===== src/design/qrs_pkg.sv =====
// qrs_pkg: shared types, widths and helper steps for the quadratic root solver
// used by qrs_front, qrs_sqrt, qrs_div and quadratic_root_solver_core
package qrs_pkg;

   localparam int CoefW   = 16;
   localparam int DiscW   = 34;
   localparam int MagW    = 33;
   localparam int RadW    = 64;
   localparam int RemW    = 36;
   localparam int RootW   = 32;
   localparam int SqStages = 16;
   localparam int NumW    = 34;
   localparam int DenW    = 16;
   localparam int DivStages = 17;

   localparam logic [1:0] ST_OK       = 2'd0;
   localparam logic [1:0] ST_NOT_QUAD = 2'd1;
   localparam logic [1:0] ST_NEG_DISC = 2'd2;

   typedef struct packed {
      logic signed [CoefW-1:0] coef_a;
      logic signed [CoefW-1:0] coef_b;
      logic signed [CoefW-1:0] coef_c;
   } req_type;

   typedef struct packed {
      logic signed [31:0] root_plus;
      logic signed [31:0] root_minus;
      logic               has_roots;
      logic [1:0]         status;
      logic               saturated;
   } rsp_type;

   typedef struct packed {
      logic [1:0]              status;
      logic signed [CoefW-1:0] a;
      logic signed [CoefW-1:0] b;
   } ctl_type;

   typedef struct packed {
      logic [RadW-1:0]  rad;
      logic [RemW-1:0]  rem;
      logic [RootW-1:0] root;
   } sq_type;

   typedef struct packed {
      logic [NumW-1:0] num;
      logic [DenW-1:0] rem;
   } dv_type;

   typedef struct packed {
      logic [1:0]      status;
      logic [DenW-1:0] den;
      logic            neg_p;
      logic            neg_m;
   } dctl_type;

   function automatic sq_type sqrt_step(input sq_type x);
      sq_type          y;
      logic [RemW-1:0] r;
      logic [RemW-1:0] trial;
      r     = {x.rem[RemW-3:0], x.rad[RadW-1 -: 2]};
      trial = {2'b00, x.root, 2'b01};
      y.rad = {x.rad[RadW-3:0], 2'b00};
      if (r >= trial) begin
         y.rem  = r - trial;
         y.root = {x.root[RootW-2:0], 1'b1};
      end else begin
         y.rem  = r;
         y.root = {x.root[RootW-2:0], 1'b0};
      end
      return y;
   endfunction

   function automatic dv_type div_step(input dv_type x, input logic [DenW-1:0] den);
      dv_type        y;
      logic [DenW:0] r;
      r     = {x.rem, x.num[NumW-1]};
      y.num = {x.num[NumW-2:0], 1'b0};
      if (r >= {1'b0, den}) begin
         r        = r - {1'b0, den};
         y.num[0] = 1'b1;
      end
      y.rem = r[DenW-1:0];
      return y;
   endfunction

endpackage


===== src/design/qrs_sqrt.sv =====
// qrs_sqrt: pipelined integer square root of disc * 2^30, two result bits per stage
// depends on qrs_pkg
module qrs_sqrt
   import qrs_pkg::*;
(
   input  logic             clock,
   input  logic             reset,
   input  logic             in_valid,
   input  logic [MagW-1:0]  in_disc,
   input  ctl_type          in_ctl,
   output logic             out_valid,
   output logic [RootW-1:0] out_root,
   output ctl_type          out_ctl
);

   sq_type  sq_ff  [0:SqStages-1];
   ctl_type ctl_ff [0:SqStages-1];
   logic    vld_ff [0:SqStages-1];
   sq_type  sq_src [0:SqStages-1];
   ctl_type ctl_src[0:SqStages-1];
   logic    vld_src[0:SqStages-1];

   assign sq_src[0]  = '{rad: {1'b0, in_disc, 30'b0}, rem: '0, root: '0};
   assign ctl_src[0] = in_ctl;
   assign vld_src[0] = in_valid;

   for (genvar i = 0; i < SqStages; i++) begin : g_stage
      if (i > 0) begin : g_link
         assign sq_src[i]  = sq_ff[i-1];
         assign ctl_src[i] = ctl_ff[i-1];
         assign vld_src[i] = vld_ff[i-1];
      end
      always_ff @(posedge clock) begin
         sq_ff[i]  <= sqrt_step(sqrt_step(sq_src[i]));
         ctl_ff[i] <= ctl_src[i];
         if (reset) begin
            vld_ff[i] <= 1'b0;
         end else begin
            vld_ff[i] <= vld_src[i];
         end
      end
   end

   assign out_valid = vld_ff[SqStages-1];
   assign out_root  = sq_ff[SqStages-1].root;
   assign out_ctl   = ctl_ff[SqStages-1];

endmodule


===== config.mk =====
export PLATFORM = sky130hd
export DESIGN_NAME = qrs_sqrt
export DESIGN_NICKNAME = d
export VERILOG_FILES = /design/src/design/qrs_pkg.sv /design/src/design/qrs_sqrt.sv
export SDC_FILE = /design/constraint.sdc
export NUM_CORES = 2
export LEC_CHECK = 0
export ABC_CLOCK_PERIOD_IN_PS = 8270
export BUFFER_PORTS_ARGS = -buffer_cell sky130_fd_sc_hd__buf_2
export CORE_UTILIZATION = 63
export CTS_CLUSTER_DIAMETER = 200
export DETAILED_ROUTE_END_ITERATION = 10
export PLACE_DENSITY_LB_ADDON = 0.2
export SLEW_MARGIN = 20
export SYNTH_ARGS = -nofsm -noshare
export SYNTH_HDL_FRONTEND = slang
export SYNTH_SLANG_ARGS = --single-unit

===== constraint.sdc =====
create_clock -name clock -period 8.27 [get_ports clock]
set_input_delay 1.2405 -clock clock [delete_from_list [all_inputs] [get_ports clock]]
set_output_delay 1.2405 -clock clock [all_outputs]
set_load 0.01 [all_outputs]

# == Word level (Yosys, flattened, before mapping) ==
# Memories as Yosys holds them, arrays and structs flattened.
# Index checks and enable logic that the tools add are counted.
# op_classes
addsub,32
multipliers,0
div_mod_pow,0
magnitude_cmp,32
n_eq_ne,0
n_shift,0
muxes,51
n_bitwise,16
reduce_logical,0
# ops
cell,n
$ge 36x34->1,31
$mux 68,16
$mux 66,16
$sub 36x34->36,16
$sub 34x34->34,15
$mux 1,19
$or 1x1->1,16
$sub 1x1->2 const B,1
$ge 1x1->1 const B,1
# totals
reg_bits,0
latch_bits,0
ram_bits,2608
rom_bits,0
inputBits,70
output_inout_bits,67
wordCells,134
n_memories,3
# mem_list
name,words,width,rd,rd_ports_with_merged_regs,write_ports,line,rtl
sq_ff,16,128,16,0,16,qrs_sqrt.sv:16,sq_type sq_ff [0:SqStages-1];
ctl_ff,16,34,16,0,16,qrs_sqrt.sv:17,ctl_type ctl_ff [0:SqStages-1];
vld_ff,16,1,16,0,16,qrs_sqrt.sv:18,logic vld_ff [0:SqStages-1];

# == Longest topological paths before layout ==
# An unclocked memory read counts as a cell.
# depth
depth_word,5
ltp_mapped,33

# == Least setup slack after synthesis ==
# No wires, ideal clock.
# synth_path
path_type,register to register
from,memory sq_ff[13][33] (netlist bit)
to,memory sq_ff[14][65] (netlist bit)
setup_time_ns,0.116
arrival_time_ns,6.464
required_ns,8.154
slack_ns,1.690
stages_incl_launch_ff,30
n_path_buf,2
path_cell_list,dfxtp_1 inv_1 ha_1 inv_1 fa_1 nor2b_1 o21ai_0 a21oi_1 o22ai_1 o211a_1 o41a_1 o21ai_0 a21oi_1 nor2b_1 clkbuf_1 buf_1 o31ai_1 ha_1 a21o_1 a21o_1 or3_1 nand3_1 nand2_1 a211oi_1 o31ai_1 o41ai_1 o221a_2 o21ai_0 o31a_1 a31o_2
# synth_rtl
element,line
"start, declared",qrs_sqrt.sv:16

==> impl_metrics.json <==
{
  "n_antenna_cell": 0,
  "slowest_stage": "o41ai_1",
  "hpwl_um": 119000,
  "setup_tns_ns": 0,
  "maxSlewViolCount": 0,
  "grt_max_degree": 58,
  "overflow": 0,
  "setup_viol": 0,
  "start_util_pct": 63.9,
  "worst-setup-path-type": "reg -> reg",
  "io_pins": 137,
  "hold_depth": 0,
  "synth-seq-area-share_pct": 42.4,
  "leakagePower_nw": 33.6,
  "clock-root-buffer": "clkbuf_16",
  "placed_cell_area_um2": 69600,
  "worstMarginPinSlew_ns": 1.01,
  "critPathCaptureType": "register",
  "start_kind": "register",
  "rsz0062_at_grt": "no",
  "cts_tree": "done",
  "io_buffer_count": 136,
  "required_ns": 8.90,
  "hold_viol": 0,
  "grt_pass1_vias": 50100,
  "crit_cells": 28,
  "path_common_cell": "o21ai_0",
  "cts_made_buffers": 140,
  "worstRegToRegCells": 28,
  "netlist_instances": 7360,
  "clock_latency_ns": 0.75,
  "peakVddDrop_mv": 0.261,
  "drc": 0,
  "synth-seq-cells": 1434,
  "run_status": "completed",
  "synthArstFlopShare_pct": 0,
  "synth_edf_count": 0,
  "drt_iter0_drc": 3916,
  "layout_commonest_cell": "dfxtp_1",
  "die-width_um": 330,
  "crit_buf_inv": 3,
  "path_clk_slew_ns": 0.06,
  "antenna_found_initial": 6,
  "cts_setup_buffers": 0,
  "p_total_w": 0.0233,
  "vias_per_cell": 5.82,
  "power_density_nw_per_um2": 313,
  "dieArea_um2": 109000,
  "syn_nets": 7963,
  "htree_levels": 4,
  "postRouteAntennaNets": 0,
  "fin_crit_ns": 7.57,
  "min_path_type": "reg -> reg",
  "gr-usage-all-layers_pct": 28.2,
  "syn_area_per_cell_um2": 9.21,
  "grt_pass1_wl_um": 251000,
  "fin_crit_sh_pct": 91.6,
  "slew-limit-headroom_pct": 31.7,
  "rows": 119,
  "totalWireLength_um": 155000,
  "final_cell_area_um2": 74400,
  "vias": 52300,
  "fin_nets": 8089,
  "place.gp.congestion": 0.934,
  "final_cell_mix": "dfxtp_1 (1434), nor2_1 (556), nand2_1 (534)",
  "routedWlPerCell_um": 17.3,
  "cts_buffer_depth": 3,
  "ys_types": 114,
  "core_um2": 106000,
  "cts_sinks": 1434,
  "maxCapViolations": 0,
  "whs_ns": 0.320,
  "slowest_delay_ns": 0.55,
  "synthesis.area_um2": 67800,
  "drt-pass1-iter-count": 6,
  "drive_above_1_share_pct": 8.43,
  "max_freq_ghz": 0.132,
  "synthFlopType": "dfxtp_1",
  "path_max_fanout": 36,
  "critPathTopFamily": "compound AO/OA/AOI/OAI gates",
  "die_h_um": 330,
  "ys_warn_count": 0,
  "final_util_pct": 70.2,
  "arrival_ns": 8.20,
  "area_growth_pct": 9.81,
  "fin_skew_ns": 0.0267
}
==> repair_timing <==
item / CTS / global route
endpoints found under the setup margin: 0 / 19
gates resized for setup: 0 / 2
hold buffers: 0 / 0
==> per-layer routing <==
layer | global-route usage, % | vias to the layer above | share of wire [%]
met5 | 0 | - | 0.0084
met4 | 8.72 | 2 | 2.6
met3 | 3.75 | 280 | 5.6
met2 | 46.9 | 1515 | 46
met1 | 37.9 | 24400 | 46
li1 | - | 26100 | -
==> final cells by class <==
| type | instances | area, µm² |
|---|---|---|
| clock buffer | 183 | 3890 |
| timing repair buffer | 168 | 958 |
| sequential | 1434 | 28700 |
| multi-input combinational | 5272 | 36500 |
| fill | 8274 | 31600 |
| inverter | 470 | 1770 |
| clock inverter | 63 | 882 |
| tap | 1391 | 1740 |
==> worst register-to-register path: cells and delay by family, from the launching register on <==
family	cells	cell delay [ns]
flops	1	0.33
simple gates	5	0.89
fa+ha+maj	3	0.93
buf+inv	3	0.45
compound gates	17	4.87
==> Yosys cell counts (all sizes together) (76+ instances only) <==
cell | n | share of area [%]
nand4 | 109 | 1.0
o21bai | 77 | 0.85
dfxtp | 1434 | 42
ha | 520 | 9.6
a21o | 204 | 2.3
nor2b | 100 | 0.93
nand3 | 146 | 1.1
inv | 467 | 2.6
nand2 | 535 | 3.0
nand2b | 89 | 0.82
clkbuf | 110 | 0.61
a21oi | 518 | 3.8
o21ai | 383 | 2.8
nor2 | 560 | 3.1
xnor2 | 436 | 5.6
xor2 | 256 | 3.3
o21a | 76 | 0.84
mux2 | 129 | 2.1
nor4 | 85 | 0.81
nor3 | 172 | 1.3
or3 | 93 | 0.87
==> report_power, final <==
part           total (W)  internal, W  switching (W)
registers        0.00886      0.00796       0.000896
clock network    0.00650      0.00380        0.00270
logic            0.00796      0.00336        0.00460
total             0.0233       0.0151        0.00820
==> cell families after synthesis <==
group                    after synthesis  synth area share, %
AND/OR/NAND/NOR                     2200                 16.3
AO/OA/AOI/OAI                       1689                 15.9
flip-flops                          1434                 42.4
XOR/XNOR                             692                 8.95
buffers and inverters                654                 3.87
adder cells (fa/ha/maj)              533                 9.99
multiplexers                         158                 2.57
==> final timing paths <==
check / endpoint / from / slack, ns
setup / recovery: sq_ff[14][65] / sq_ff[13][33] / 0.70
hold / removal: sq_ff[5][124] / sq_ff[4][120] / 0.32
setup reg to reg: sq_ff[14][65] / sq_ff[13][33] / 0.70
hold reg to reg: sq_ff[5][124] / sq_ff[4][120] / 0.32
==> state kept, by name, indices dropped and copies added, names as in the netlist <==
name / flops
ctl_ff: 544
sq_ff: 874
vld_ff: 16
==> per-stage QoR <==
| stage | cells | setup slack (ns) |
|---|---|---|
| 2_1_floorplan | 7360 | 1.69 |
| 6_report | 8981 | 0.698 |
| 4_1_cts | 8980 | 0.625 |
| 3_3_place_gp | 8734 | 0.854 |
| 5_1_grt | 8981 | 0.214 |
| 3_5_place_dp | 8734 | 0.682 |
Note: power is estimated with default switching activity, not from simulation.
