## config.mk

```make
export PLATFORM = sky130hd
export DESIGN_NAME = qrs_div
export DESIGN_NICKNAME = d
export VERILOG_FILES = /design/src/design/qrs_pkg.sv /design/src/design/qrs_div.sv
export SDC_FILE = /design/constraint.sdc
export NUM_CORES = 2
export LEC_CHECK = 0
export BUFFER_PORTS_ARGS = -buffer_cell sky130_fd_sc_hd__buf_2
export CAP_MARGIN = 20
export CORE_MARGIN = 1.5
export CORE_UTILIZATION = 40
export CTS_BUF_LIST = sky130_fd_sc_hd__clkbuf_16
export DETAILED_ROUTE_END_ITERATION = 10
export SYNTH_ARGS = -nofsm -noshare
export SYNTH_HDL_FRONTEND = slang
export SYNTH_SLANG_ARGS = --single-unit
export TNS_END_PERCENT = 20
```

## constraint.sdc

```tcl
create_clock -name clock -period 6.4 [get_ports clock]
set_input_delay 1.6 -clock clock [delete_from_list [all_inputs] [get_ports clock]]
set_output_delay 1.6 -clock clock [all_outputs]
set_load 0.05 [all_outputs]
```

## src/design/qrs_pkg.sv

```systemverilog
// qrs_pkg: shared types, widths and helper steps for the quadratic root solver
// used by qrs_front, qrs_sqrt, qrs_div and quadratic_root_solver_core
package qrs_pkg;

   localparam int CoefW   = 16;
   localparam int DiscW   = 34;
   localparam int MagW    = 33;
   localparam int RadW    = 64;
   localparam int RemW    = 36;
   localparam int RootW   = 32;
   localparam int SqStages = 16;
   localparam int NumW    = 34;
   localparam int DenW    = 16;
   localparam int DivStages = 17;

   localparam logic [1:0] ST_OK       = 2'd0;
   localparam logic [1:0] ST_NOT_QUAD = 2'd1;
   localparam logic [1:0] ST_NEG_DISC = 2'd2;

   typedef struct packed {
      logic signed [CoefW-1:0] coef_a;
      logic signed [CoefW-1:0] coef_b;
      logic signed [CoefW-1:0] coef_c;
   } req_type;

   typedef struct packed {
      logic signed [31:0] root_plus;
      logic signed [31:0] root_minus;
      logic               has_roots;
      logic [1:0]         status;
      logic               saturated;
   } rsp_type;

   typedef struct packed {
      logic [1:0]              status;
      logic signed [CoefW-1:0] a;
      logic signed [CoefW-1:0] b;
   } ctl_type;

   typedef struct packed {
      logic [RadW-1:0]  rad;
      logic [RemW-1:0]  rem;
      logic [RootW-1:0] root;
   } sq_type;

   typedef struct packed {
      logic [NumW-1:0] num;
      logic [DenW-1:0] rem;
   } dv_type;

   typedef struct packed {
      logic [1:0]      status;
      logic [DenW-1:0] den;
      logic            neg_p;
      logic            neg_m;
   } dctl_type;

   function automatic sq_type sqrt_step(input sq_type x);
      sq_type          y;
      logic [RemW-1:0] r;
      logic [RemW-1:0] trial;
      r     = {x.rem[RemW-3:0], x.rad[RadW-1 -: 2]};
      trial = {2'b00, x.root, 2'b01};
      y.rad = {x.rad[RadW-3:0], 2'b00};
      if (r >= trial) begin
         y.rem  = r - trial;
         y.root = {x.root[RootW-2:0], 1'b1};
      end else begin
         y.rem  = r;
         y.root = {x.root[RootW-2:0], 1'b0};
      end
      return y;
   endfunction

   function automatic dv_type div_step(input dv_type x, input logic [DenW-1:0] den);
      dv_type        y;
      logic [DenW:0] r;
      r     = {x.rem, x.num[NumW-1]};
      y.num = {x.num[NumW-2:0], 1'b0};
      if (r >= {1'b0, den}) begin
         r        = r - {1'b0, den};
         y.num[0] = 1'b1;
      end
      y.rem = r[DenW-1:0];
      return y;
   endfunction

endpackage

```

## src/design/qrs_div.sv

```systemverilog
// qrs_div: numerator forming and two pipelined restoring dividers, two bits per stage
// depends on qrs_pkg
module qrs_div
   import qrs_pkg::*;
(
   input  logic             clock,
   input  logic             reset,
   input  logic             in_valid,
   input  logic [RootW-1:0] in_root,
   input  ctl_type          in_ctl,
   output logic             out_valid,
   output logic [NumW-1:0]  out_qp,
   output logic [NumW-1:0]  out_qm,
   output dctl_type         out_ctl
);

   logic signed [NumW:0] nb;
   logic signed [NumW:0] np;
   logic signed [NumW:0] nm;
   logic signed [NumW:0] np_abs;
   logic signed [NumW:0] nm_abs;
   logic signed [CoefW:0] a_ext;
   logic signed [CoefW:0] a_abs;
   dctl_type             pctl_in;

   logic     pv_ff;
   dv_type   pp_ff;
   dv_type   pm_ff;
   dctl_type pctl_ff;

   dv_type   dp_ff  [0:DivStages-1];
   dv_type   dm_ff  [0:DivStages-1];
   dctl_type dc_ff  [0:DivStages-1];
   logic     dvv_ff [0:DivStages-1];
   dv_type   dp_src [0:DivStages-1];
   dv_type   dm_src [0:DivStages-1];
   dctl_type dc_src [0:DivStages-1];
   logic     dvv_src[0:DivStages-1];

   always_comb begin
      nb     = -((NumW+1)'(in_ctl.b) <<< 15);
      np     = nb + (NumW+1)'(in_root);
      nm     = nb - (NumW+1)'(in_root);
      np_abs = (np < 0) ? -np : np;
      nm_abs = (nm < 0) ? -nm : nm;
      a_ext  = (CoefW+1)'(in_ctl.a);
      a_abs  = (a_ext < 0) ? -a_ext : a_ext;
      pctl_in.status = in_ctl.status;
      pctl_in.den    = a_abs[DenW-1:0];
      pctl_in.neg_p  = (np < 0) ^ (a_ext < 0);
      pctl_in.neg_m  = (nm < 0) ^ (a_ext < 0);
   end

   always_ff @(posedge clock) begin
      pp_ff   <= '{num: np_abs[NumW-1:0], rem: '0};
      pm_ff   <= '{num: nm_abs[NumW-1:0], rem: '0};
      pctl_ff <= pctl_in;
      if (reset) begin
         pv_ff <= 1'b0;
      end else begin
         pv_ff <= in_valid;
      end
   end

   assign dp_src[0]  = pp_ff;
   assign dm_src[0]  = pm_ff;
   assign dc_src[0]  = pctl_ff;
   assign dvv_src[0] = pv_ff;

   for (genvar i = 0; i < DivStages; i++) begin : g_stage
      if (i > 0) begin : g_link
         assign dp_src[i]  = dp_ff[i-1];
         assign dm_src[i]  = dm_ff[i-1];
         assign dc_src[i]  = dc_ff[i-1];
         assign dvv_src[i] = dvv_ff[i-1];
      end
      always_ff @(posedge clock) begin
         dp_ff[i] <= div_step(div_step(dp_src[i], dc_src[i].den), dc_src[i].den);
         dm_ff[i] <= div_step(div_step(dm_src[i], dc_src[i].den), dc_src[i].den);
         dc_ff[i] <= dc_src[i];
         if (reset) begin
            dvv_ff[i] <= 1'b0;
         end else begin
            dvv_ff[i] <= dvv_src[i];
         end
      end
   end

   assign out_valid = dvv_ff[DivStages-1];
   assign out_qp    = dp_ff[DivStages-1].num;
   assign out_qm    = dm_ff[DivStages-1].num;
   assign out_ctl   = dc_ff[DivStages-1];

endmodule

```

**Word level (Yosys, flattened, before mapping)**

Memory sizes are Yosys's and may differ from the RTL's.
Index checks and enable logic that the tools add are counted.

- $lt $le $gt $ge: 71
- Multiplexer cells: 159
- $mul: 0
- Shift operators: 0
- Add/subtract/negate cells: 74
- Reduce and logical (&&, ||, !) cells: 0
- Bitwise logic cells: 19
- Equality and inequality tests: 0
- Divide/modulo/power cells: 0

Operator list:

| operator | number |
|---|---|
| >= comparator 17 x 16 -> 1 bit | 66 |
| two-way mux 16 bit | 69 |
| subtractor 16 bit | 66 |
| two-way mux 1 bit | 88 |
| less-than comparator 35 x 1 -> 1 bit (second input constant) | 2 |
| two-way mux 34 bit | 2 |
| negator 34 bit | 2 |
| adder 35 x 32 -> 35 bit | 1 |
| negator 31 -> 35 bit | 1 |
| subtractor 35 x 32 -> 35 bit | 1 |
| >= comparator 1 x 16 -> 1 bit | 2 |
| subtractor 1 x 16 -> 16 bit | 2 |
| OR 1 bit | 17 |
| less-than comparator 16 x 1 -> 1 bit (second input constant) | 1 |
| negator 16 bit | 1 |
| bitwise XOR 1 bit | 2 |

- Word-level logic and storage cells: 334
- Input bits: 69
- Memory bits (writable): 2057
- Bits in read-only memories: 0
- Flip-flop bits (word level): 89
- Output and inout port bits: 89
- Memories kept: 4
- Bits in latches: 0

Memory list:

| memory | words | bits a word | read ports | clocked after memory_dff | wr ports | RTL line | source |
|---|---|---|---|---|---|---|---|
| dm_ff | 17 | 50 | 17 | 0 | 17 | qrs_div.sv:32 | `dv_type dm_ff [0:DivStages-1];` |
| dp_ff | 17 | 50 | 17 | 0 | 17 | qrs_div.sv:31 | `dv_type dp_ff [0:DivStages-1];` |
| dc_ff | 17 | 20 | 17 | 0 | 17 | qrs_div.sv:33 | `dctl_type dc_ff [0:DivStages-1];` |
| dvv_ff | 17 | 1 | 17 | 0 | 17 | qrs_div.sv:34 | `logic dvv_ff [0:DivStages-1];` |

**Depth between registers and ports, before layout**

An unclocked memory read counts as a cell.

- Depth in word-level cells: 5
- Mapped depth: 26
- Gate-level depth less buffers: 23

**Worst setup path before layout**

OpenSTA, ideal clock, no wires.

- Kind: reg-to-reg
- From: memory dc_ff[0][223] (netlist bit)
- To: memory dp_ff[0][607] (netlist bit)
- Data arrival time: 5.629 ns
- Cell stages (with the launch flop): 26
- Slack: 0.651 ns
- Setup time: 0.121 ns
- Buffers on the path: 3
- Cells stage by stage: dfxtp_1 -> inv_1 -> ha_1 -> nor2b_1 -> o21ai_0 -> a21oi_1 -> o41ai_2 -> a21oi_1 -> a2111oi_0 -> o21a_1 -> clkbuf_1 -> clkbuf_1 -> nand2_1 -> o21ai_0 -> ha_1 -> nor2b_1 -> o21ai_0 -> a21oi_1 -> o41ai_2 -> o21ai_0 -> and2_1 -> o311ai_2 -> a21oi_1 -> a2111oi_4 -> buf_6 -> mux2_2

RTL lines:

| item | RTL line |
|---|---|
| start: declaration | qrs_div.sv:33 |
| end: declaration | qrs_div.sv:31 |

==> results.sh <==
export IMPL_multiInputGateArea_um2=59200
export IMPL_die_h_um=516
export IMPL_grt_pass1_vias=77400
export IMPL_route_detailed_wl_per_inst_um=19.0
export IMPL_yosys_warnings=0
export IMPL_rows=188
export IMPL_holdBufCountCts=0
export IMPL_drtPass1Iterations=7
export IMPL_finalCritPeriodShare_pct=95.2
export IMPL_num_vias=78000
export IMPL_synth_edff_count=0
export IMPL_cap_violations=0
export IMPL_post_cts_resized=0
export IMPL_yosysSeqAreaShare_pct=39.9
export IMPL_clockRootBuffer="clkbuf_16"
export IMPL_slew_headroom_pct=33.7
export IMPL_synthTopCellsByCount="dfxtp_1 (2097), ha_1 (1096), a21oi_1 (789)"
export IMPL_seqCellArea_um2=42000
export IMPL_required_ns=7.17
export IMPL_hold_violations=0
export IMPL_start_util_pct=40.2
export IMPL_grt_max_degree=47
export IMPL_fp_dieW_um=516
export IMPL_ys_ff_latch=2097
export IMPL_synth_cells=10800
export IMPL_syn_area_per_cell_um2=9.76
export IMPL_worstMarginPinSlew_ns=0.995
export IMPL_cts_sinks=2097
export IMPL_synth_flop_cell="dfxtp_1"
export IMPL_clockBufferDepth=4
export IMPL_drv_slew=0
export IMPL_antenna_found_initial=30
export IMPL_hpwl_um=220000
export IMPL_wl_um=281000
export IMPL_path_clk_slew_ns=0.06
export IMPL_cp_start_kind="register"
export IMPL_place_ws_ns=0.0118
export IMPL_die_area_um2=266000
export IMPL_drc=0
export IMPL_endpoint_kind="register"
export IMPL_hold_class="register to register"
export IMPL_syn_num_nets=12000
export IMPL_postLayoutCellArea_um2=118000
export IMPL_status="complete, no violations"
export IMPL_cts_setup_buffers=0
export IMPL_core_um2=262000
export IMPL_nets=12300
export IMPL_max_freq_mhz=164
export IMPL_synth_area_um2=105000
export IMPL_cp_slowest_cell="o41a_1"
export IMPL_fin_setup_tns_ns=0
export IMPL_rsz0062_at_grt="true"
export IMPL_worst_slack_ns=0.305
export IMPL_worstPathCellList="inv_1 > ha_1 > nor2b_1 > o21a_1 > o21ai_2 > a21oi_1 > a211oi_2 > a31oi_1 > o41ai_4 > buf_4 > mux2_2 > ha_1 > o21ai_0 > a21boi_0 > o211a_1 > nor3_1 > o41a_1 > o21ai_0 > nor3b_1 > o21ba_1 > buf_4 > mux2_2"
export IMPL_gp_congestion=0.960
export IMPL_ant_nets=0
export IMPL_grt_pass1_wl_um=434000
export IMPL_yosys_cell_types_count=113
export IMPL_cp_slowest_stage_delay_ns=0.46
export IMPL_post_dp_cell_area_um2=110000
export IMPL_ys_async_sr_fraction_pct=0
export IMPL_worstSkewPairLatency_ns=0.89
export IMPL_htreeDepth=4
export IMPL_drt_iter0_drc=4483
export IMPL_area_delta_synth_final_pct=11.7
export IMPL_fin_skew_ns=0.0766
export IMPL_synth_area_leaders="dfxtp_1 (40%), ha_1 (13%), mux2_2 (7.1%)"
export IMPL_drive_above_1_share_pct=13.0
export IMPL_synth_area_leader_cell="dfxtp_1"
export IMPL_io_buffers=157
export IMPL_yosysMostFrequentCell="dfxtp_1"
export IMPL_path_max_fanout=16
export IMPL_cp_data_arrival_time_ns=6.87
export IMPL_worstSetupPathType="register to register"
export IMPL_grt_usage_pct=20.6
export IMPL_pin_count=158
export IMPL_overflow=0
export IMPL_setup_viol=0
export IMPL_cts_tree="yes"
export IMPL_vias_per_cell=5.28
export IMPL_synth_top_area_share_pct=39.9
export IMPL_numCtsBuffers=225
export IMPL_finalCriticalPeriod_ns=6.10
export IMPL_fill_cells=24800
==> worst paths after layout <==
kind / startpoint / to / slack (ns) / cells after the start
worst max-delay path: dc_ff[0][243] / dm_ff[0][659] / 0.30 / 22
worst min-delay path: dp_ff[0][385] / dp_ff[0][437] / 0.26 / 0
worst max register to register: dc_ff[0][243] / dm_ff[0][659] / 0.30 / 22
worst min register to register: dp_ff[0][385] / dp_ff[0][437] / 0.26 / 0
==> metal layers <==
layer | track usage, % | vias up | wire length, um
met5 | 0 | - | 0
met4 | 10.4 | 0 | 14700
met2 | 34.7 | 1827 | 131000
met3 | 2.32 | 599 | 10200
li1 | - | 38900 | -
met1 | 25.8 | 36700 | 125000
==> through the flow <==
stage               util [%]  instances  hold WS, ns
finish                  44.9      14800        0.259
global route            44.9      14800        0.255
CTS                     44.9      14700        0.248
detailed placement      42.0      14300        0.312
global placement        42.0      14300        0.310
floorplan                  -      10800        0.310
==> cell type report <==
cell class	instances	area share, %
diodes	19	0.0404
clock buffers	225	4.78
clock inverters	177	1.50
inverters	766	2.44
multi-input cells	7676	50.3
flip-flops and latches	2097	35.7
well taps	3515	3.74
repair buffers	286	1.51
==> flip-flops by register name, summed over array words and instances, names as in the netlist <==
register and count:
dp_ff 818, pv_ff 1, dp_src 33, dc_ff 340, dvv_ff 17, dm_ff 834, dc_src 20, dm_src 34
==> critical path, delay by kind of cell (launching register included) <==
| kind | cells | cell delay [ns] |
|---|---|---|
| AOI/OAI and AO/OA | 12 | 3.02 |
| adders and majority gates | 2 | 0.67 |
| buffers and inverters | 3 | 0.87 |
| DFF | 1 | 0.31 |
| muxes | 2 | 0.72 |
| and+or+nand+nor | 3 | 0.35 |
==> cells by family after synthesis <==
family / after synthesis / share of synthesized area (%)
xor+xnor: 879 / 7.32
simple gates: 2389 / 11.2
buf+inv: 1020 / 4.07
compound gates: 2507 / 15.5
flops: 2097 / 39.9
fa+ha+maj: 1161 / 14.3
mux: 740 / 7.83
==> cells in the final DEF (no fill, tap or decap), drive strengths merged, types with 66 or more instances in the layout <==
cell and n:
a21o 322, xor2 271, ha 1096, inv 810, mux2 663, o21bai 108, nand2 477, nand2b 91
o21a 114, or3 70, a21oi 796, a211oi 66, dfxtp 2097, nand4 180, nor2 705, nor2b 186
clkinv 86, xnor2 608, clkbuf 225, a31oi 89, and3 74, nand3 141, buf 286, nor4 67
o21ai 499, nor3 226, mux2i 77
Power is left out: the tool's default activity adds up to more than one toggle a clock period on the data nets, which glitch-free logic cannot reach.
