## config.mk

```make
export PLATFORM = sky130hd
export DESIGN_NAME = qrs_front
export DESIGN_NICKNAME = d
export VERILOG_FILES = /design/src/design/qrs_pkg.sv /design/src/design/qrs_front.sv
export SDC_FILE = /design/constraint.sdc
export NUM_CORES = 2
export LEC_CHECK = 0
export ABC_AREA = 0
export BUFFER_PORTS_ARGS = -buffer_cell sky130_fd_sc_hd__buf_4
export CORE_MARGIN = 10
export CORE_UTILIZATION = 60
export CTS_BUF_LIST = sky130_fd_sc_hd__clkbuf_8 sky130_fd_sc_hd__clkbuf_16
export DETAILED_ROUTE_END_ITERATION = 10
export HOLD_SLACK_MARGIN = 0.08
export PLACE_DENSITY_LB_ADDON = 0.2
export SYNTH_ARGS = -nofsm -noshare
export SYNTH_HDL_FRONTEND = slang
export SYNTH_SLANG_ARGS = --single-unit
```

## constraint.sdc

```tcl
create_clock -name clock -period 25.4 [get_ports clock]
set_clock_uncertainty 0.2 [all_clocks]
set_input_delay 5.08 -clock clock [delete_from_list [all_inputs] [get_ports clock]]
set_output_delay 5.08 -clock clock [all_outputs]
set_load 0.05 [all_outputs]
```

## src/design/qrs_pkg.sv

```systemverilog
// qrs_pkg: shared types, widths and helper steps for the quadratic root solver
// used by qrs_front, qrs_sqrt, qrs_div and quadratic_root_solver_core
package qrs_pkg;

   localparam int CoefW   = 16;
   localparam int DiscW   = 34;
   localparam int MagW    = 33;
   localparam int RadW    = 64;
   localparam int RemW    = 36;
   localparam int RootW   = 32;
   localparam int SqStages = 16;
   localparam int NumW    = 34;
   localparam int DenW    = 16;
   localparam int DivStages = 17;

   localparam logic [1:0] ST_OK       = 2'd0;
   localparam logic [1:0] ST_NOT_QUAD = 2'd1;
   localparam logic [1:0] ST_NEG_DISC = 2'd2;

   typedef struct packed {
      logic signed [CoefW-1:0] coef_a;
      logic signed [CoefW-1:0] coef_b;
      logic signed [CoefW-1:0] coef_c;
   } req_type;

   typedef struct packed {
      logic signed [31:0] root_plus;
      logic signed [31:0] root_minus;
      logic               has_roots;
      logic [1:0]         status;
      logic               saturated;
   } rsp_type;

   typedef struct packed {
      logic [1:0]              status;
      logic signed [CoefW-1:0] a;
      logic signed [CoefW-1:0] b;
   } ctl_type;

   typedef struct packed {
      logic [RadW-1:0]  rad;
      logic [RemW-1:0]  rem;
      logic [RootW-1:0] root;
   } sq_type;

   typedef struct packed {
      logic [NumW-1:0] num;
      logic [DenW-1:0] rem;
   } dv_type;

   typedef struct packed {
      logic [1:0]      status;
      logic [DenW-1:0] den;
      logic            neg_p;
      logic            neg_m;
   } dctl_type;

   function automatic sq_type sqrt_step(input sq_type x);
      sq_type          y;
      logic [RemW-1:0] r;
      logic [RemW-1:0] trial;
      r     = {x.rem[RemW-3:0], x.rad[RadW-1 -: 2]};
      trial = {2'b00, x.root, 2'b01};
      y.rad = {x.rad[RadW-3:0], 2'b00};
      if (r >= trial) begin
         y.rem  = r - trial;
         y.root = {x.root[RootW-2:0], 1'b1};
      end else begin
         y.rem  = r;
         y.root = {x.root[RootW-2:0], 1'b0};
      end
      return y;
   endfunction

   function automatic dv_type div_step(input dv_type x, input logic [DenW-1:0] den);
      dv_type        y;
      logic [DenW:0] r;
      r     = {x.rem, x.num[NumW-1]};
      y.num = {x.num[NumW-2:0], 1'b0};
      if (r >= {1'b0, den}) begin
         r        = r - {1'b0, den};
         y.num[0] = 1'b1;
      end
      y.rem = r[DenW-1:0];
      return y;
   endfunction

endpackage

```

## src/design/qrs_front.sv

```systemverilog
// qrs_front: coefficient products and discriminant, two register stages
// depends on qrs_pkg
module qrs_front
   import qrs_pkg::*;
(
   input  logic            clock,
   input  logic            reset,
   input  logic            in_valid,
   input  req_type         in_req,
   output logic            out_valid,
   output logic [MagW-1:0] out_disc,
   output ctl_type         out_ctl
);

   logic                    v1_ff;
   req_type                 req_ff;
   logic signed [31:0]      bb_ff;
   logic signed [31:0]      ac_ff;
   logic                    v2_ff;
   logic [MagW-1:0]         disc_ff;
   ctl_type                 ctl_ff;
   logic signed [DiscW-1:0] disc_in;
   ctl_type                 ctl_in;

   always_comb begin
      disc_in = DiscW'(bb_ff) - (DiscW'(ac_ff) <<< 2);
      ctl_in.a = req_ff.coef_a;
      ctl_in.b = req_ff.coef_b;
      if (req_ff.coef_a == '0) begin
         ctl_in.status = ST_NOT_QUAD;
      end else if (disc_in < 0) begin
         ctl_in.status = ST_NEG_DISC;
      end else begin
         ctl_in.status = ST_OK;
      end
   end

   always_ff @(posedge clock) begin
      req_ff  <= in_req;
      bb_ff   <= 32'(in_req.coef_b) * 32'(in_req.coef_b);
      ac_ff   <= 32'(in_req.coef_a) * 32'(in_req.coef_c);
      ctl_ff  <= ctl_in;
      disc_ff <= (ctl_in.status == ST_OK) ? disc_in[MagW-1:0] : '0;
      if (reset) begin
         v1_ff <= 1'b0;
         v2_ff <= 1'b0;
      end else begin
         v1_ff <= in_valid;
         v2_ff <= v1_ff;
      end
   end

   assign out_valid = v2_ff;
   assign out_disc  = disc_ff;
   assign out_ctl   = ctl_ff;

endmodule

```

# Word level (Yosys, flattened, before mapping)
# Cells that the tools add are included.
[word_totals]
reg_bits = 165
output_inout_bits = 68
word_cells = 18
[op_classes]
add_sub_neg = 1
n_mul = 2
n_lt_le_gt_ge = 1
n_mux = 2
reduce_logical = 2
[op_table]
columns = ["operator", "n"]
rows = [
  ["$mul A16 B16 Y32", 2],
  ["$lt A34 B1 Y1 const B", 1],
  ["$sub A32 B34 Y34", 1],
  ["$logic_not A16 Y1", 1],
  ["$mux W2", 2],
  ["$logic_not A2 Y1", 1],
]

# Longest topological paths before layout
# Gate-level depths: netlist of the first run.
[logic_depth]
depth_word = 5
depth_mapped = 25

# Worst setup path after synthesis of the first run
# OpenSTA, ideal clock, no wires.
[synth_path]
kind = "input to register"
start = "input port in_req[31] in the netlist's numbering"
end = "register bb_ff[31]"
arrival_ps = 11312
required_time_ps = 25072
slack_ps = 13760
path_stages = 21
path_buffers = 3
path_cell_list = "clkbuf_1 -> inv_1 -> buf_1 -> nor2_1 -> fa_1 -> fa_1 -> fa_1 -> fa_1 -> fa_1 -> inv_1 -> fa_1 -> inv_1 -> ha_1 -> clkbuf_1 -> nand2_1 -> or4_1 -> a41oi_1 -> o21ai_0 -> o31ai_1 -> mux2i_1 -> nand4_1"
[synth_between]
elab_chain_len = 1
[synth_lines]
columns = ["item", "line", "rtl"]
rows = [
  ["start: declaration", "qrs_front.sv:9", "input req_type in_req,"],
  ["$mul A16 B16 Y32", "qrs_front.sv:40", "bb_ff <= 32'(in_req.coef_b) * 32'(in_req.coef_b);"],
  ["end signal: assignment", "qrs_front.sv:40", ""],
  ["end: declaration", "qrs_front.sv:17", "logic signed [31:0] bb_ff;"],
]
# Every way passes these cells.
# A chain may end at the register's enable or synchronous reset.

# Worst setup path after layout of the first run
# Ends and elaborated chain as after synthesis.

==> metrics.md, run 1 <==
| Metric | Value |
|---|---|
| Horiz. Die Dim | between 200 and 250 microns |
| Layout cells sized above 1 | 6.33% |
| Setup repair bufs after CTS | 0 |
| Diodes inserted | 0 |
| Die area | a little under 0.05 sq mm |
| Clk root buf | clkbuf_16 |
| Setup violators final | 0 |
| FP Rows | 73 |
| DP Cell Count | roughly 3,200 |
| IO Port Bufs | about 120 |
| Peak per-stage delay on the critical path | 0.91 ns |
| CTS clock-pin slew for the worst setup and hold paths | 0.07 ns |
| Worst Tran Pin Value | around 0.83 ns |
| Non-Filler Instances | about 3,200 |
| Final hold vios | 0 |
| Largest net degree at the start of global routing | 32 |
| Async SR Flop Fraction | 0% |
| H-tree depth | 4 |
| Top cells by area, synth | fa_1, dfxtp_1, ha_1, inv_1, and2_1 |
| Initial antenna violation count | 0 |
| Mapped Area | approximately 0.024 sq mm |
| Max-cap viol count | 0 |
| Residual DRC | 0 |
| CTS resizes | 0 |
| Crit path launch type | input port |
| Final TNS setup | 0 ns |
| Clk_lat worst skew | ~0.46 ns |
| Total grt overflow | 0 |
| Number of flops mapped to enable cells by yosys | 0 |
| Via density | 5.37 |
| HPWL Detailed | between 40,000 and 50,000 microns |
| Slowest cell on the critical path | fa_1 |
| TritonCTS clock tree | yes |
| WS Path Type | in -> reg |
| Most common cell in the netlist | inv_1 |
| Hold crit path type | reg -> reg |
| TritonCTS Buffers | 17 |
| Unrepaired setup endpoints after global routing | false |
| Area share of the largest cell type after synthesis | around two fifths |
| Area delta synth->final | 7.84% |
| DRT Wirelength | ~52,000 microns |
| Iter 0 DRT Violations | roughly 970 |
| First-pass GRT wire length | 90,600 microns |
| Number of global-route vias before repair | roughly 19,000 |
| Critical Path End Type | flip-flop |
| Tcrit/Tclk final | between 40 and 50% |
| Max Freq | ~86 MHz |
| Syn Inst Count | around 2,600 |
| TritonRoute pass-1 iters | 7 |
| Sequential-to-total area share from yosys stat | 13.4% |
| Max FO, Critical Path | 20 |
| Mapped Nets | 3,341 |
| Initial Utilization | 60.9% |
| Commonest cells post-synth | inv_1, fa_1, nand2_1, ha_1, and2_1 |
| Post-Syn Area per Cell | ~9.4 sq um |
| Synth warn | 0 |
| CP dominant cell by count | fa_1 |
| Yosys reg bits | 162 |
| Max clock buf depth | 2 |
| WL per Instance | between 15 and 20 microns |
| Num Clock Sinks | 162 |
| Final critical-path required period | approximately 12 ns |
| Total global-route track usage | 22.3% |
| Placed inst area | approximately 0.026 sq mm |
| Via Count | 17,178 |
| Critical-path cell list | buf_4 > inv_1 > nor2_1 > fa_1 > fa_1 > fa_1 > fa_1 > fa_1 > inv_1 > fa_1 > inv_1 > ha_1 > nand2_1 > or4_1 > a41oi_1 > o21ai_0 > o31ai_1 > mux2i_1 > nand4_1 |
| RePlAce Congestion | ~0.87 |
| CP Data Required Time | between 20 and 30 ns |
| Die Y | ~220 microns |
| Status | complete, no violations |
| Slew Limit Fails | 0 |
| IO Pins | 119 |
| Final net count | between 3,000 and 4,000 |
| Count of cell types in the netlist | just over 70 |
| Core area | between 0.03 and 0.04 sq mm |
| Yosys top cell by area | fa_1 |
| Post-CTS Hold Fix Bufs | 0 |
| Main flop type after synthesis | dfxtp_1 |
| Slew HR | between 40 and 50% |
| Worst path arrival time | approximately 12 ns |
| Final ANT Viol Nets | 0 |
| Design area | about 0.026 sq mm |
==> stage by stage <==
stage / utilization (%) / setup WS (ns) / hold WS [ns]
floorplan: - / 13.76 / 0.110
global placement: 64.1 / 13.47 / 0.110
detailed placement: 64.1 / 13.34 / 0.112
CTS: 65.7 / 13.80 / 0.128
global route: 65.7 / 13.40 / 0.131
finish: 65.7 / 13.76 / 0.127
==> kinds of logic (layout without fill, tap and decap cells) <==
kind of cell | after synthesis | in the layout | share of synthesized area [%]
DFF | 162 | 162 | 13.4
xor gates and xnor gates | 95 | 95 | 3.43
buffers and inverters | 723 | 805 | 11.3
and+or+nand+nor | 650 | 650 | 13.1
other | 1 | 1 | 0.0155
AOI/OAI and AO/OA | 251 | 251 | 7.01
muxes | 6 | 6 | 0.248
adders and majority gates | 701 | 701 | 51.6
==> cells in the final DEF (no fill, tap or decap), drive strengths merged, types with 12 or more instances in the layout <==
cell	count
nand2b	17
inv	663
dfxtp	162
xnor2	72
nor2b	14
o21a	12
nand3	20
a21o	27
clkbuf	19
and2	167
fa	497
buf	118
nand2	237
a21oi	71
nor2	121
nor3	28
ha	204
o21ai	42
xor2	23
a211oi	19
==> layer usage <==
| layer | up-vias | routed length (microns) | share of wire (%) | GRT usage [%] |
|---|---|---|---|---|
| met5 | - | 0 | 0 | 0 |
| met4 | 0 | 1030 | 2.0 | 6.34 |
| li1 | 7945 | - | - | - |
| met2 | 455 | 26700 | 52 | 39.0 |
| met1 | 8711 | 21300 | 41 | 28.3 |
| met3 | 67 | 2700 | 5.2 | 3.15 |
==> state kept, by name (all words and copies together), names as in the netlist <==
signal	flops
out_ctl	34
ac_ff	32
out_disc	32
bb_ff	31
ctl_in	31
out_valid	1
v1_ff	1
==> critical path, delay by kind of cell <==
kind	cells	cell delay [ns]
adders and majority gates	7	3.97
AOI/OAI and AO/OA	3	0.80
muxes	1	0.23
buffers and inverters	4	0.75
and+or+nand+nor	4	0.96
==> layout make-up <==
type | instances | area (sq um)
multi-input combinational | 1704 | 18300
clock inverter | 13 | 184
clock buffer | 19 | 453
timing repair buffer | 118 | 886
tap | 525 | 657
inverter | 655 | 2460
sequential | 162 | 3240
fill | 3300 | 13700
==> worst paths after layout <==
kind	depth (start not counted)	slack, ns	endpoint	from
min reg2reg	0	0.13	out_ctl[2]	ctl_in[2]
min	0	0.13	out_ctl[2]	ctl_in[2]
max reg2reg	10	21.84	out_disc[25]	bb_ff[22]
max	19	13.76	bb_ff[31]	in_req[31]
Power of run 1 is not shown: default switching activity piles up to over one toggle a cycle in this logic, so the estimate is an artifact.
==> inputs of run 2 (changes only) <==
==> constraint.sdc (replaced) <==
create_clock -name clock -period 11.9 [get_ports clock]
set_clock_uncertainty 0.2 [all_clocks]
set_input_delay 2.38 -clock clock [delete_from_list [all_inputs] [get_ports clock]]
set_output_delay 2.38 -clock clock [all_outputs]
set_load 0.05 [all_outputs]
==> metrics.md, run 2 (synthesis results as in run 1) <==
| Metric | Value |
|---|---|
| Horiz. Die Dim | 221 microns (unchanged) |
| CTS clock-pin slew for the worst setup and hold paths | 0.07 ns (about the same) |
| Final ANT Viol Nets | 0 (unchanged) |
| Setup violators final | 0 (unchanged) |
| Diodes inserted | 0 (unchanged) |
| WS Path Type | in -> reg |
| Most frequent cells in the layout | inv_1, fa_1, nand2_1 |
| IO Port Bufs | 117 (unchanged) |
| Final core utilization | 65.6% (about the same) |
| Num Clock Sinks | 162 (unchanged) |
| Wire length on met3 | 2600 microns (-3.8%) |
| Via density | 5.37 (about the same) |
| Worst Tran Pin Value | 0.814 ns (-0.0119 ns) |
| CP Data Required Time | 12.04 ns (-13.50 ns) |
| Final critical-path required period | slightly below 9 ns |
| Iter 0 DRT Violations | 930 (-4.5%) |
| Max-cap viol count | 0 (unchanged) |
| Slew HR | 45.2% (+0.55 points) |
| First-pass GRT wire length | 90,100 microns (-0.56%) |
| Critical Path End Type | flip-flop |
| RePlAce Congestion | 0.873 (-0.15%) |
| Total global-route track usage | 22.1% (-0.16 points) |
| DRT Wirelength | 51,400 microns (-0.59%) |
| Max Freq | between 100 and 150 MHz |
| Post-CTS Hold Fix Bufs | 0 (unchanged) |
| Worst hold slack | 0.127 ns (+0.000509 ns) |
| Max FO, Critical Path | 20 (unchanged) |
| Largest net degree at the start of global routing | 32 (unchanged) |
| TritonRoute pass-1 iters | 7 (unchanged) |
| FP Rows | 73 (unchanged) |
| FF/Latch Area | 0.00324 sq mm (unchanged) |
| Via Count | 17,164 (-0.081%) |
| Multi-input logic area | 0.0183 sq mm (unchanged) |
| IO Pins | 119 (unchanged) |
| Clk_lat worst skew | 0.46 ns (about the same) |
| Status | complete, no violations |
| Critical path startpoint | in_req[31] |
| Unrepaired setup endpoints after global routing | false |
| Number of global-route vias before repair | 18,953 (+0.54%) |
| Most common cell after layout, fill and taps aside | inv_1 |
| Setup repair bufs after CTS | 0 (unchanged) |
| Final hold vios | 0 (unchanged) |
| Core area | 0.0398 sq mm (unchanged) |
| Worst path arrival time | 9.06 ns (-2.72 ns) |
| WL per Instance | 16.1 microns (-0.59%) |
| Die Y | 221 microns (unchanged) |
| Clk root buf | clkbuf_16 |
| R2R depth | 11 (+1) |
| CTS resizes | 0 (unchanged) |
| Residual DRC | 0 (unchanged) |
| Setup slack, reg-to-reg | 8.36 ns (-13.48 ns) |
| Worst R2R Start | ac_ff[1] |
| WL met1 | 21,400 microns (+0.54%) |
| Fillers | 3,279 (-0.64%) |
| Total grt overflow | 0 (unchanged) |
| Tcrit/Tclk final | 75.0% |
| Max clock buf depth | 2 (unchanged) |
| H-tree depth | 4 (unchanged) |
| R2R Path End | out_disc[21] |
| Final TNS setup | 0 ns (unchanged) |
| Max reg flops | 34 (unchanged) |
| Final net count | 3,410 (unchanged) |
| Layout cells sized above 1 | 6.33% (unchanged) |
| HPWL Detailed | 43,000 microns (-0.60%) |
| Hold crit path type | reg -> reg |
| Routed met2 length | 26,500 microns (-0.91%) |
| Die area | 0.0489 sq mm (unchanged) |
| Critical Path End | bb_ff[31] |
| Slew Limit Fails | 0 (unchanged) |
| TritonCTS Buffers | 17 (unchanged) |
| Crit path launch type | input port |
| TritonCTS clock tree | yes |
| Max Used Layer | met4 |
| Area delta synth->final | 7.76% (about the same) |
| Initial antenna violation count | 0 (unchanged) |
| Initial Utilization | 60.9% (unchanged) |
## run 2: cell count changes in the layout (fill, tap and decap cells not counted), sizes merged
| cell | change |
|---|---|
| bufinv | -1 |
| clkinvlp | +1 |
| clkinv | +2 |
| clkbuf | -2 |
## run 2: worst max-delay path: stages
cell and delay (ns):
buf_4 0.19, inv_1 0.44, nor2_1 0.19, fa_1 0.66, fa_1 0.90, fa_1 0.55
fa_1 0.51, fa_1 0.49, inv_1 0.05, fa_1 0.47, inv_1 0.04, ha_1 0.38
nand2_1 0.11, or4_1 0.56, a41oi_1 0.23, o21ai_0 0.15, o31ai_1 0.44, mux2i_1 0.23
nand4_1 0.09
## run 2: through the flow
step                cell area [sq um]  std cells  setup slack, ns
floorplan                       24200       2589             2.96
global placement                25500       3164             2.67
detailed placement              25500       3164             2.53
CTS                             26100       3196             3.01
global route                    26100       3196             2.65
finish                          26100       3196             2.97
## run 2: worst min path at each step
stage	end	from	cells after the start	slack, ns
2_1_floorplan	out_ctl[10]	ctl_in[10]	0	0.11
3_3_place_gp	out_ctl[13]	ctl_in[13]	0	0.11
3_5_place_dp	out_ctl[3]	ctl_in[3]	0	0.11
4_1_cts	out_ctl[1]	ctl_in[1]	0	0.13
5_1_grt	out_ctl[6]	ctl_in[6]	0	0.13
6_report	out_ctl[1]	ctl_in[1]	0	0.13
## run 2: area by class of cell
type,count,area share [%]
timing repair buffer,118,3.39
clock inverter,15,0.728
inverter,655,9.41
clock buffer,17,1.63
sequential,162,12.4
multi-input combinational,1704,69.9
tap,525,2.51
## run 2: per-layer routing
metal | vias to the layer above | track usage [%]
met3 | 73 | 3.02
li1 | 7932 | -
met4 | 0 | 6.14
met2 | 454 | 38.7
met5 | - | 0
met1 | 8705 | 28.2
Power of run 2 is left out for the same reason.
==> inputs of run 3 (changes only) <==
--- a/config.mk
+++ b/config.mk
@@ -8,7 +8,7 @@
 export ABC_AREA = 0
 export BUFFER_PORTS_ARGS = -buffer_cell sky130_fd_sc_hd__buf_4
 export CORE_MARGIN = 10
-export CORE_UTILIZATION = 60
+export CORE_UTILIZATION = 58
 export CTS_BUF_LIST = sky130_fd_sc_hd__clkbuf_8 sky130_fd_sc_hd__clkbuf_16
 export DETAILED_ROUTE_END_ITERATION = 10
 export HOLD_SLACK_MARGIN = 0.08
==> constraint.sdc (replaced) <==
create_clock -name clock -period 8.2 [get_ports clock]
set_clock_uncertainty 0.2 [all_clocks]
set_input_delay 1.64 -clock clock [delete_from_list [all_inputs] [get_ports clock]]
set_output_delay 1.64 -clock clock [all_outputs]
set_load 0.05 [all_outputs]
==> metrics.md, run 3 (synthesis results as in run 1) <==
| Metric | Value |
|---|---|
| Max-cap viol count | 0 (unchanged) |
| Final critical-path required period | slightly below 8 ns |
| Residual DRC | 0 (unchanged) |
| Die area | 0.0504 sq mm (+3.1%) |
| Hold Crit Start | ctl_in[3] |
| IO Pins | 119 (unchanged) |
| TritonRoute pass-1 iters | 5 (-2) |
| WL per Instance | 16.7 microns (+3.7%) |
| CP dominant cell by count | fa_1 |
| Tcrit/Tclk final | 94.2% |
| Slew HR | 43.3% (-1.8 points) |
| DRT Wirelength | 53,800 microns (+4.6%) |
| Most frequent cells in the layout | inv_1, fa_1, nand2_1 |
| Unrepaired setup endpoints after global routing | false |
| Critical-path cell list | buf_4 > and2_1 > fa_1 > inv_1 > fa_1 > inv_1 > fa_1 > inv_1 > fa_1 > inv_1 > fa_1 > fa_1 > ha_1 > a21oi_1 > o21ai_0 > a2111oi_1 > nor2_1 > a2111oi_0 > o21bai_1 > a21oi_1 > xnor2_1 |
| WS Path Type | in -> reg |
| Via Count | 17,346 (+1.1%) |
| Peak per-stage delay on the critical path | 0.76 ns (-0.14 ns) |
| Final TNS setup | 0 ns (unchanged) |
| Crit path launch type | input port |
| Initial antenna violation count | 0 (unchanged) |
| TritonCTS Buffers | 17 (unchanged) |
| Max Freq | 130 MHz |
| Largest net degree at the start of global routing | 32 (unchanged) |
| Hold crit path type | reg -> reg |
| Slew Limit Fails | 0 (unchanged) |
| CTS clock-pin slew for the worst setup and hold paths | 0.07 ns (about the same) |
| Non-Filler Instances | 3,225 (+0.91%) |
| Worst R2R Start | ac_ff[1] |
| HPWL Detailed | 44,600 microns (+3.7%) |
| Worst hold slack | 0.129 ns (+0.00174 ns) |
| Post-CTS Hold Fix Bufs | 0 (unchanged) |
| DP Cell Count | 3,192 (+0.88%) |
| Via density | 5.38 (+0.15%) |
| Most common cell after layout, fill and taps aside | inv_1 |
| Critical Path End Type | flip-flop |
| Clk_lat worst skew | 0.47 ns (about the same) |
| Final core utilization | 64.0% (-1.7 points) |
| Final net count | 3,431 (+0.62%) |
| Core area | 0.0411 sq mm (+3.2%) |
| Number of global-route vias before repair | 19,112 (+0.84%) |
| Fillers | 3,400 (+3.7%) |
| Initial Utilization | 59.0% (-1.9 points) |
| Layout cells sized above 1 | 7.06% (+0.73 points) |
| Final hold vios | 0 (unchanged) |
| IO Port Bufs | 117 (unchanged) |
| Setup repair bufs after CTS | 0 (unchanged) |
| CP Data Required Time | 8.38 ns (-3.66 ns) |
| Num Clock Sinks | 162 (unchanged) |
| RePlAce Congestion | 0.885 (+1.4%) |
| Die Y | 224 microns (+1.6%) |
| Critical path startpoint | in_req[39] |
| Max clock buf depth | 2 (unchanged) |
| Slowest cell on the critical path | a2111oi_1 |
| Total grt overflow | 0 (unchanged) |
| Max FO, Critical Path | 17 (-15%) |
| Total global-route track usage | 22.8% (+0.61 points) |
| Area delta synth->final | 8.44% |
| Horiz. Die Dim | 224 microns (+1.6%) |
| Clk root buf | clkbuf_16 |
| FP Rows | 74 (+1.4%) |
| Max reg flops | 34 (unchanged) |
| Setup violators final | 0 (unchanged) |
| Iter 0 DRT Violations | 1,144 (+23%) |
| TritonCTS clock tree | yes |
| Worst Tran Pin Value | 0.848 ns (+0.0340 ns) |
| Final ANT Viol Nets | 0 (unchanged) |
| Status | complete, no violations |
| First-pass GRT wire length | 92,200 microns (+2.3%) |
| H-tree depth | 4 (unchanged) |
| Worst path arrival time | 7.91 ns (-1.15 ns) |
==> run 3: cell count changes in the layout (fill, tap and decap cells not counted) <==
cell,previous run,this run
clkinv_8,1,3
a2111oi_1,0,1
clkinv_2,1,0
buf_4,118,139
clkinv_4,1,0
a2111oi_0,5,4
bufinv_16,2,1
inv_6,2,1
diode_2,0,1
clkinvlp_4,2,4
==> run 3: worst paths after layout <==
kind	slack, ns	cells after the start	endpoint
max	0.48	21	ac_ff[20]
min	0.13	0	out_ctl[3]
max reg2reg	4.56	11	out_disc[19]
min reg2reg	0.13	0	out_ctl[3]
==> run 3: what timing repair did <==
item,CTS,global route
setup endpoints to repair,0,1
resized for setup,0,1
hold endpoints to repair,0,0
==> run 3: final cells by class <==
cell class / instances / area [sq um] / share of cell area, %
diodes: 1 / 2.50 / 0.00952
well taps: 532 / 666 / 2.53
multi-input cells: 1704 / 18300 / 69.5
clock inverters: 15 / 185 / 0.704
flip-flops and latches: 162 / 3240 / 12.3
repair buffers: 139 / 1040 / 3.97
clock buffers: 17 / 425 / 1.62
inverters: 655 / 2460 / 9.35
==> run 3: stage by stage <==
stage	worst slack [ns]	instance area [sq um]
after floorplan	0.000332	24200
after global placement	0.0671	25700
after detailed placement	-0.0293	25700
after CTS	0.436	26300
after global routing	0.186	26300
final	0.480	26300
==> run 3: per-layer routing <==
layer	share of wire, %	track usage, %	vias up	routed length, microns
met2	51	39.6	518	27400
met3	6.0	2.99	91	3210
met5	0	0	-	0
met4	2.3	7.41	0	1240
met1	41	28.9	8763	21900
li1	-	-	7974	-
==> run 3: worst max-delay path: cells and delay by family <==
| family | cells | cell delay, ns |
|---|---|---|
| fa+ha+maj | 7 | 3.37 |
| xor+xnor | 1 | 0.15 |
| simple gates | 2 | 0.44 |
| buf+inv | 5 | 0.40 |
| compound gates | 6 | 1.90 |
Power of run 3 is left out for the same reason.
